[src/hdl/s256bh_pkg.sv]
// Shared types, constants and round functions of the SHA-256 byte stream hasher.
package s256bh_pkg;

  typedef logic [31:0] word_t;

  // Action codes of an input transfer.
  localparam logic ACT_ABSORB = 1'b0;
  localparam logic ACT_FINISH = 1'b1;

  // Byte positions in the 64-byte block and counter end values.
  localparam int unsigned BLK_CNT_W = 55;
  localparam logic [5:0] LAST_BYTE = 6'd63;
  localparam logic [5:0] LEN_POS = 6'd56;
  localparam logic [5:0] LAST_ROUND = 6'd63;
  localparam logic [2:0] LAST_WORD = 3'd7;
  localparam logic [7:0] PAD_BYTE = 8'h80;

  // Initial hash values.
  localparam word_t IV_TAB [8] = '{
    32'h6a09e667, 32'hbb67ae85, 32'h3c6ef372, 32'ha54ff53a,
    32'h510e527f, 32'h9b05688c, 32'h1f83d9ab, 32'h5be0cd19
  };

  // Round constants.
  localparam word_t K_TAB [64] = '{
    32'h428a2f98, 32'h71374491, 32'hb5c0fbcf, 32'he9b5dba5,
    32'h3956c25b, 32'h59f111f1, 32'h923f82a4, 32'hab1c5ed5,
    32'hd807aa98, 32'h12835b01, 32'h243185be, 32'h550c7dc3,
    32'h72be5d74, 32'h80deb1fe, 32'h9bdc06a7, 32'hc19bf174,
    32'he49b69c1, 32'hefbe4786, 32'h0fc19dc6, 32'h240ca1cc,
    32'h2de92c6f, 32'h4a7484aa, 32'h5cb0a9dc, 32'h76f988da,
    32'h983e5152, 32'ha831c66d, 32'hb00327c8, 32'hbf597fc7,
    32'hc6e00bf3, 32'hd5a79147, 32'h06ca6351, 32'h14292967,
    32'h27b70a85, 32'h2e1b2138, 32'h4d2c6dfc, 32'h53380d13,
    32'h650a7354, 32'h766a0abb, 32'h81c2c92e, 32'h92722c85,
    32'ha2bfe8a1, 32'ha81a664b, 32'hc24b8b70, 32'hc76c51a3,
    32'hd192e819, 32'hd6990624, 32'hf40e3585, 32'h106aa070,
    32'h19a4c116, 32'h1e376c08, 32'h2748774c, 32'h34b0bcb5,
    32'h391c0cb3, 32'h4ed8aa4a, 32'h5b9cca4f, 32'h682e6ff3,
    32'h748f82ee, 32'h78a5636f, 32'h84c87814, 32'h8cc70208,
    32'h90befffa, 32'ha4506ceb, 32'hbef9a3f7, 32'hc67178f2
  };

  function automatic word_t rotr(input word_t x, input int unsigned n);
    rotr = (x >> n) | (x << (32 - n));
  endfunction

  function automatic word_t big_sigma0(input word_t x);
    big_sigma0 = rotr(x, 2) ^ rotr(x, 13) ^ rotr(x, 22);
  endfunction

  function automatic word_t big_sigma1(input word_t x);
    big_sigma1 = rotr(x, 6) ^ rotr(x, 11) ^ rotr(x, 25);
  endfunction

  function automatic word_t small_sigma0(input word_t x);
    small_sigma0 = rotr(x, 7) ^ rotr(x, 18) ^ (x >> 3);
  endfunction

  function automatic word_t small_sigma1(input word_t x);
    small_sigma1 = rotr(x, 17) ^ rotr(x, 19) ^ (x >> 10);
  endfunction

endpackage

[src/hdl/s256bh_if.sv]
// Valid/ready channel interfaces for the input items and the digest words.
interface s256bh_in_if;
  logic       valid;
  logic       ready;
  logic       action;
  logic [7:0] data_byte;

  modport source (output valid, output action, output data_byte, input ready);
  modport sink (input valid, input action, input data_byte, output ready);
endinterface

interface s256bh_out_if;
  logic        valid;
  logic        ready;
  logic [31:0] digest_word;
  logic [2:0]  word_index;
  logic        last_word;

  modport source (output valid, output digest_word, output word_index, output last_word,
                  input ready);
  modport sink (input valid, input digest_word, input word_index, input last_word,
                output ready);
endinterface

[src/hdl/sha256_byte_stream_hasher.sv]
// SHA-256 hasher over a byte stream: block buffer, round sequencer and digest output.
//
// Each absorb transfer shifts one byte into a 16-word block register. The transfer
// that completes a 64-byte block is followed by a busy period: the working variables
// are loaded, 64 rounds run through the single round datapath (one round per cycle),
// and the result is folded into the chaining words. A finish transfer appends the
// 0x80 byte, then the padding sequencer shifts in one zero byte per cycle (except
// while a block is compressed) up to byte 56 and then the eight length bytes; when
// the pad byte lands at or after byte 56, an extra block is closed with zeros and
// compressed first. The eight digest words then leave at one per cycle as the sink
// takes them, most significant first, and the block is back to the initial hash
// values for the next message. The input is not ready while a block is being
// compressed, padded or the digest is being sent.
module sha256_byte_stream_hasher (
  input  logic         clk_i,
  input  logic         rst_ni,
  s256bh_in_if.sink    in_i,
  s256bh_out_if.source out_o
);

  typedef enum logic [2:0] {
    ST_IDLE,
    ST_PAD,
    ST_LEN,
    ST_LOAD,
    ST_ROUND,
    ST_FOLD,
    ST_OUT
  } state_e;

  state_e                                     state_q, ret_q;
  logic [5:0]                                 fill_q;
  logic [s256bh_pkg::BLK_CNT_W-1:0]           blk_q;
  logic [5:0]                                 rnd_q;
  logic [2:0]                                 idx_q;
  logic                                       out_valid_q;
  s256bh_pkg::word_t                          chain_q [8];
  s256bh_pkg::word_t                          win_q [16];
  s256bh_pkg::word_t                          var_q [8];
  logic [63:0]                                len_q;

  logic              in_fire, out_fire;
  logic              shift_en;
  logic [7:0]        shift_byte;
  s256bh_pkg::word_t t1, t2, w_next, ch, maj;

  assign in_fire  = in_i.valid & in_i.ready;
  assign out_fire = out_o.valid & out_o.ready;

  // Byte source for the block register: message, pad byte, zeros or length.
  always_comb begin
    shift_en   = 1'b0;
    shift_byte = 8'h00;
    case (state_q)
      ST_IDLE: begin
        if (in_fire) begin
          shift_en   = 1'b1;
          shift_byte = (in_i.action == s256bh_pkg::ACT_FINISH) ? s256bh_pkg::PAD_BYTE
                                                                : in_i.data_byte;
        end
      end
      ST_PAD: begin
        shift_en = (fill_q != s256bh_pkg::LEN_POS);
      end
      ST_LEN: begin
        shift_en   = 1'b1;
        shift_byte = len_q[63:56];
      end
      default: begin
        shift_en = 1'b0;
      end
    endcase
  end

  // One compression round and the schedule word sixteen rounds ahead.
  always_comb begin
    ch  = (var_q[4] & var_q[5]) ^ (~var_q[4] & var_q[6]);
    maj = (var_q[0] & var_q[1]) ^ (var_q[0] & var_q[2]) ^ (var_q[1] & var_q[2]);
    t1  = var_q[7] + s256bh_pkg::big_sigma1(var_q[4]) + ch +
          s256bh_pkg::K_TAB[rnd_q] + win_q[0];
    t2  = s256bh_pkg::big_sigma0(var_q[0]) + maj;
    w_next = win_q[0] + s256bh_pkg::small_sigma0(win_q[1]) + win_q[9] +
             s256bh_pkg::small_sigma1(win_q[14]);
  end

  // Block register, working variables and the latched message length.
  always_ff @(posedge clk_i) begin
    if (shift_en) begin
      for (int i = 0; i < 15; i++) begin
        win_q[i] <= {win_q[i][23:0], win_q[i+1][31:24]};
      end
      win_q[15] <= {win_q[15][23:0], shift_byte};
    end else if (state_q == ST_ROUND) begin
      for (int i = 0; i < 15; i++) begin
        win_q[i] <= win_q[i+1];
      end
      win_q[15] <= w_next;
    end

    if (state_q == ST_LOAD) begin
      for (int i = 0; i < 8; i++) begin
        var_q[i] <= chain_q[i];
      end
    end else if (state_q == ST_ROUND) begin
      var_q[7] <= var_q[6];
      var_q[6] <= var_q[5];
      var_q[5] <= var_q[4];
      var_q[4] <= var_q[3] + t1;
      var_q[3] <= var_q[2];
      var_q[2] <= var_q[1];
      var_q[1] <= var_q[0];
      var_q[0] <= t1 + t2;
    end

    // Block count is a multiple of 512 bits, so the fill count fills the low bits.
    if (state_q == ST_IDLE && in_fire && in_i.action == s256bh_pkg::ACT_FINISH) begin
      len_q <= {blk_q, fill_q, 3'b000};
    end else if (state_q == ST_LEN) begin
      len_q <= {len_q[55:0], 8'h00};
    end
  end

  // Sequencer, counters, chaining words and the output register.
  always_ff @(posedge clk_i or negedge rst_ni) begin
    if (!rst_ni) begin
      state_q     <= ST_IDLE;
      ret_q       <= ST_IDLE;
      fill_q      <= '0;
      blk_q       <= '0;
      rnd_q       <= '0;
      idx_q       <= '0;
      out_valid_q <= 1'b0;
      for (int i = 0; i < 8; i++) begin
        chain_q[i] <= s256bh_pkg::IV_TAB[i];
      end
    end else begin
      case (state_q)
        ST_IDLE: begin
          if (in_fire) begin
            fill_q <= fill_q + 6'd1;
            if (in_i.action == s256bh_pkg::ACT_FINISH) begin
              // A pad byte that completes the block forces an extra compression.
              if (fill_q == s256bh_pkg::LAST_BYTE) begin
                state_q <= ST_LOAD;
                ret_q   <= ST_PAD;
              end else begin
                state_q <= ST_PAD;
              end
            end else if (fill_q == s256bh_pkg::LAST_BYTE) begin
              state_q <= ST_LOAD;
              ret_q   <= ST_IDLE;
              blk_q   <= blk_q + {{(s256bh_pkg::BLK_CNT_W-1){1'b0}}, 1'b1};
            end
          end
        end
        ST_PAD: begin
          if (fill_q == s256bh_pkg::LEN_POS) begin
            state_q <= ST_LEN;
          end else begin
            fill_q <= fill_q + 6'd1;
            if (fill_q == s256bh_pkg::LAST_BYTE) begin
              state_q <= ST_LOAD;
              ret_q   <= ST_PAD;
            end
          end
        end
        ST_LEN: begin
          fill_q <= fill_q + 6'd1;
          if (fill_q == s256bh_pkg::LAST_BYTE) begin
            state_q <= ST_LOAD;
            ret_q   <= ST_OUT;
          end
        end
        ST_LOAD: begin
          rnd_q   <= '0;
          state_q <= ST_ROUND;
        end
        ST_ROUND: begin
          rnd_q <= rnd_q + 6'd1;
          if (rnd_q == s256bh_pkg::LAST_ROUND) begin
            state_q <= ST_FOLD;
          end
        end
        ST_FOLD: begin
          for (int i = 0; i < 8; i++) begin
            chain_q[i] <= chain_q[i] + var_q[i];
          end
          state_q <= ret_q;
          if (ret_q == ST_OUT) begin
            out_valid_q <= 1'b1;
            idx_q       <= '0;
          end
        end
        ST_OUT: begin
          // Digest words shift out of the chain while initial values shift in behind.
          if (out_fire) begin
            for (int i = 0; i < 7; i++) begin
              chain_q[i] <= chain_q[i+1];
            end
            chain_q[7] <= s256bh_pkg::IV_TAB[idx_q];
            idx_q      <= idx_q + 3'd1;
            if (idx_q == s256bh_pkg::LAST_WORD) begin
              out_valid_q <= 1'b0;
              blk_q       <= '0;
              state_q     <= ST_IDLE;
            end
          end
        end
        default: begin
          state_q <= ST_IDLE;
        end
      endcase
    end
  end

  assign in_i.ready        = (state_q == ST_IDLE);
  assign out_o.valid       = out_valid_q;
  assign out_o.digest_word = chain_q[0];
  assign out_o.word_index  = idx_q;
  assign out_o.last_word   = (idx_q == s256bh_pkg::LAST_WORD);

endmodule

[src/flat_wrapper.sv]
// flat-port wrapper written by rule: the top's interface ports become plain ports
module sha256_byte_stream_hasher_flat 
  (clk_i, rst_ni, in_i_valid, in_i_action, in_i_data_byte, in_i_ready, out_o_valid, out_o_digest_word, out_o_word_index, out_o_last_word, out_o_ready);
  s256bh_in_if in_i_i ();
  s256bh_out_if out_o_i ();
  input  logic clk_i;
  input  logic rst_ni;
  input wire logic [$bits(in_i_i.valid)-1:0] in_i_valid;
  input wire logic [$bits(in_i_i.action)-1:0] in_i_action;
  input wire logic [$bits(in_i_i.data_byte)-1:0] in_i_data_byte;
  output wire logic [$bits(in_i_i.ready)-1:0] in_i_ready;
  output wire logic [$bits(out_o_i.valid)-1:0] out_o_valid;
  output wire logic [$bits(out_o_i.digest_word)-1:0] out_o_digest_word;
  output wire logic [$bits(out_o_i.word_index)-1:0] out_o_word_index;
  output wire logic [$bits(out_o_i.last_word)-1:0] out_o_last_word;
  input wire logic [$bits(out_o_i.ready)-1:0] out_o_ready;
  assign in_i_i.valid = in_i_valid;
  assign in_i_i.action = in_i_action;
  assign in_i_i.data_byte = in_i_data_byte;
  assign in_i_ready = in_i_i.ready;
  assign out_o_valid = out_o_i.valid;
  assign out_o_digest_word = out_o_i.digest_word;
  assign out_o_word_index = out_o_i.word_index;
  assign out_o_last_word = out_o_i.last_word;
  assign out_o_i.ready = out_o_ready;
  sha256_byte_stream_hasher u_core (.clk_i(clk_i), .rst_ni(rst_ni), .in_i(in_i_i), .out_o(out_o_i));
endmodule
[config.mk]
export PLATFORM = sky130hd
export DESIGN_NAME = sha256_byte_stream_hasher_flat
export DESIGN_NICKNAME = d
export VERILOG_FILES = /design/src/hdl/s256bh_pkg.sv /design/src/hdl/s256bh_if.sv /design/src/hdl/sha256_byte_stream_hasher.sv /design/src/flat_wrapper.sv
export SDC_FILE = /design/constraint.sdc
export NUM_CORES = 2
export LEC_CHECK = 0
export BUFFER_PORTS_ARGS = -buffer_cell sky130_fd_sc_hd__buf_2
export CAP_MARGIN = 20
export CORE_ASPECT_RATIO = 1.1
export CORE_MARGIN = 2
export CORE_UTILIZATION = 29
export DETAILED_ROUTE_END_ITERATION = 10
export SLEW_MARGIN = 10
export SYNTH_ARGS = -nofsm -noshare
export SYNTH_HDL_FRONTEND = slang
export SYNTH_SLANG_ARGS = --single-unit
[constraint.sdc]
create_clock -name clk_i -period 12.4 [get_ports clk_i]
set_input_delay 1.24 -clock clk_i [delete_from_list [all_inputs] [get_ports clk_i]]
set_output_delay 1.24 -clock clk_i [all_outputs]
set_load 0.03 [all_outputs]
==> results_dict.tcl <==
set metrics [dict create \
    final.setup.tns_ns 0 \
    hold_viol 0 \
    clock_path_buffers 4 \
    finalWorstSetupSlack_ns 1.63 \
    viasPerCell 5.16 \
    cts_resized 0 \
    firstDrtPassIters 6 \
    cts-root-buf "clkbuf_16" \
    post_synth.cell_area_avg_um2 8.83 \
    io_buffer_count 50 \
    nFillCells 27648 \
    synth_area_um2 78400 \
    ant_nets 0 \
    synth_nets 9490 \
    maxSlewViolCount 0 \
    syn_inst 8877 \
    ys_async_sr_fraction 0.287 \
    track_usage 0.183 \
    layout_common_cells "nand2_1, edfxtp_1, a21oi_1, nor2_1, o21ai_0" \
    dieArea_um2 275000 \
    routed_wl_um 259000 \
    ys_warn_count 0 \
    area_growth_pct 9.95 \
    cp.arrival_ns 11.46 \
    path_clk_slew_ns 0.06 \
    worst-r2r-cell-count 32 \
    critical-path-slowest-cell "dfrtp_1" \
    ys_seq_elements 1162 \
    drcViolationCount 0 \
    dpl_cell_area_um2 81800 \
    layout-drive-gt1-share 0.0648 \
    core_um2 270000 \
    drt_iter0_drc 6010 \
    status "finished clean" \
    grt_antenna_before_repair 4 \
    cp_common_cell "fa_1" \
    die_height_um 549 \
    fin_area_um2 86200 \
    wl_per_cell_um 21.1 \
    cts_max_level 4 \
    grt_pass1_wl_um 388000 \
    grt_pass1_vias 61606 \
    ys_types 93 \
    final_common_cell "nand2_1" \
    ys_seq_area_frac 0.426 \
    ios 51 \
    cts_num_sinks 1162 \
    post_cts_buffers 0 \
    fin_crit_sh 0.869 \
    synth-edff-count 829 \
    worstPathRequired_ns 13.08 \
    start_util 0.291 \
    die_w_um 500 \
    setup_viol 0 \
    cts_tree "built" \
    cp_max_fo 21 \
    max_slew_margin 0.231 \
    finalWorstPathRequiredPeriod_ns 10.77 \
    max_freq_ghz 0.0928 \
    post-dp-hpwl_um 187000 \
    vias 63244 \
    endpoint_kind "flop" \
    hp-class "input port to asynchronous set/reset pin" \
    grt_start_max_net_pins 201 \
    cp-start-kind "flop" \
    clk_latency_ns 0.86 \
    finClkSkew_ns 0.0784 \
    rsz0062_at_grt "false" \
    dp_slack_ns 1.86 \
    rows 200 \
    grt-ovfl-total 0 \
    ctsHoldBuffers 0 \
    routabilityCongestion 0.938 \
    drv_cap 0 \
    final_nets 9242 \
    max_stage_delay_ns 0.86 \
    crit_type "flop to flop" \
    synth_flop_cell "edfxtp_1" \
    worst_pin_slew_ns 1.15 \
    numCtsBuffers 140 \
]
-- worst max-delay path: cells and delay by family, from the launching register on --
kind	cells	cell delay, ns
multiplexers	1	0.57
AO/OA/AOI/OAI	13	3.18
AND/OR/NAND/NOR	6	1.69
buffers and inverters	4	1.02
XOR/XNOR	1	0.22
flip-flops	1	0.86
adder cells (fa/ha/maj)	7	3.11
-- cells by family after synthesis --
| family | synth area share |
|---|---|
| XOR/XNOR | 0.0651 |
| buffers and inverters | 0.0395 |
| adder cells (fa/ha/maj) | 0.118 |
| flip-flops | 0.426 |
| AND/OR/NAND/NOR | 0.201 |
| multiplexers | 0.00921 |
| AO/OA/AOI/OAI | 0.142 |
-- synth_stat cells, types with 12 or more instances --
cell type	instances	area share
edfxtp_1	829	0.32
a21oi_1	562	0.036
o21ai_0	485	0.031
nand2_1	2722	0.13
ha_1	405	0.065
a221oi_1	23	0.0026
a31oi_1	109	0.0087
nor2b_1	61	0.0049
or3_1	54	0.0043
maj3_1	26	0.0033
dfrtp_1	197	0.063
xor2_1	172	0.019
o211ai_1	37	0.0035
o21a_1	63	0.0060
buf_4	32	0.0031
fa_1	195	0.050
dfstp_2	136	0.046
clkbuf_1	459	0.022
inv_1	253	0.012
o31a_1	19	0.0021
xnor2_1	406	0.045
o311ai_0	18	0.0020
o21bai_1	40	0.0038
nor2_1	534	0.026
or2_2	19	0.0015
nand2b_1	73	0.0058
mux2_2	30	0.0043
a21o_1	165	0.016
nand4_1	25	0.0020
a211o_1	20	0.0022
o31ai_1	30	0.0029
and2_1	24	0.0019
nand3_1	127	0.0081
buf_1	38	0.0018
nor3_1	91	0.0058
a311oi_1	12	0.0013
and3_1	55	0.0044
mux2i_1	26	0.0033
o22ai_1	20	0.0016
a211oi_1	78	0.0075
-- stage by stage --
step | hold slack (ns) | util | instances
finish | 0.416 | 0.320 | 12266
global route | 0.419 | 0.320 | 12266
floorplan | 0.447 | - | 8877
global placement | 0.465 | 0.304 | 12020
CTS | 0.401 | 0.320 | 12264
detailed placement | 0.484 | 0.304 | 12021
-- flip-flops by register name (all words and copies together) (netlist names), 6 cells and up --
| register | count |
|---|---|
| u_core.win_q | 512 |
| u_core.var_q | 256 |
| u_core.chain_q | 224 |
| u_core.len_q | 61 |
| u_core.fill_q | 6 |
| u_core.rnd_q | 6 |
| u_core.blk_q | 55 |
| u_core.out_o.digest_word | 32 |
-- layer usage --
layer,part of all wire,GRT usage
met1,0.43,0.240
met2,0.47,0.302
met3,0.053,0.0172
met4,0.053,0.0902
met5,0,0
-- worst paths after layout --
check                                             to                  from  slack (ns)
worst max-delay path             u_core.var_q[0][29]       u_core.rnd_q[0]        1.63
worst min-delay path             u_core.chain_q[135]                rst_ni        0.42
worst max register to register   u_core.var_q[0][29]       u_core.rnd_q[0]        1.63
worst min register to register  u_core.win_q[12][21]  u_core.win_q[12][13]        0.48
max in group asynchronous            u_core.blk_q[1]                rst_ni        9.94
min in group clk_i              u_core.win_q[12][21]  u_core.win_q[12][13]        0.48
-- layout make-up --
type                            instances  area (um^2)  area share
Clock inverter                         57          475     0.00552
Antenna cell                            1         2.50   0.0000290
Inverter                              261          987      0.0115
Multi-Input combinational cell       6923        42000       0.487
Tap cell                             3535         4420      0.0513
Sequential cell                      1162        33400       0.388
Clock buffer                          186         3870      0.0449
Timing Repair Buffer                  141         1020      0.0118
Power is left out: the tool's default activity adds up to more than one toggle a clock period on the data nets, which glitch-free logic cannot reach.
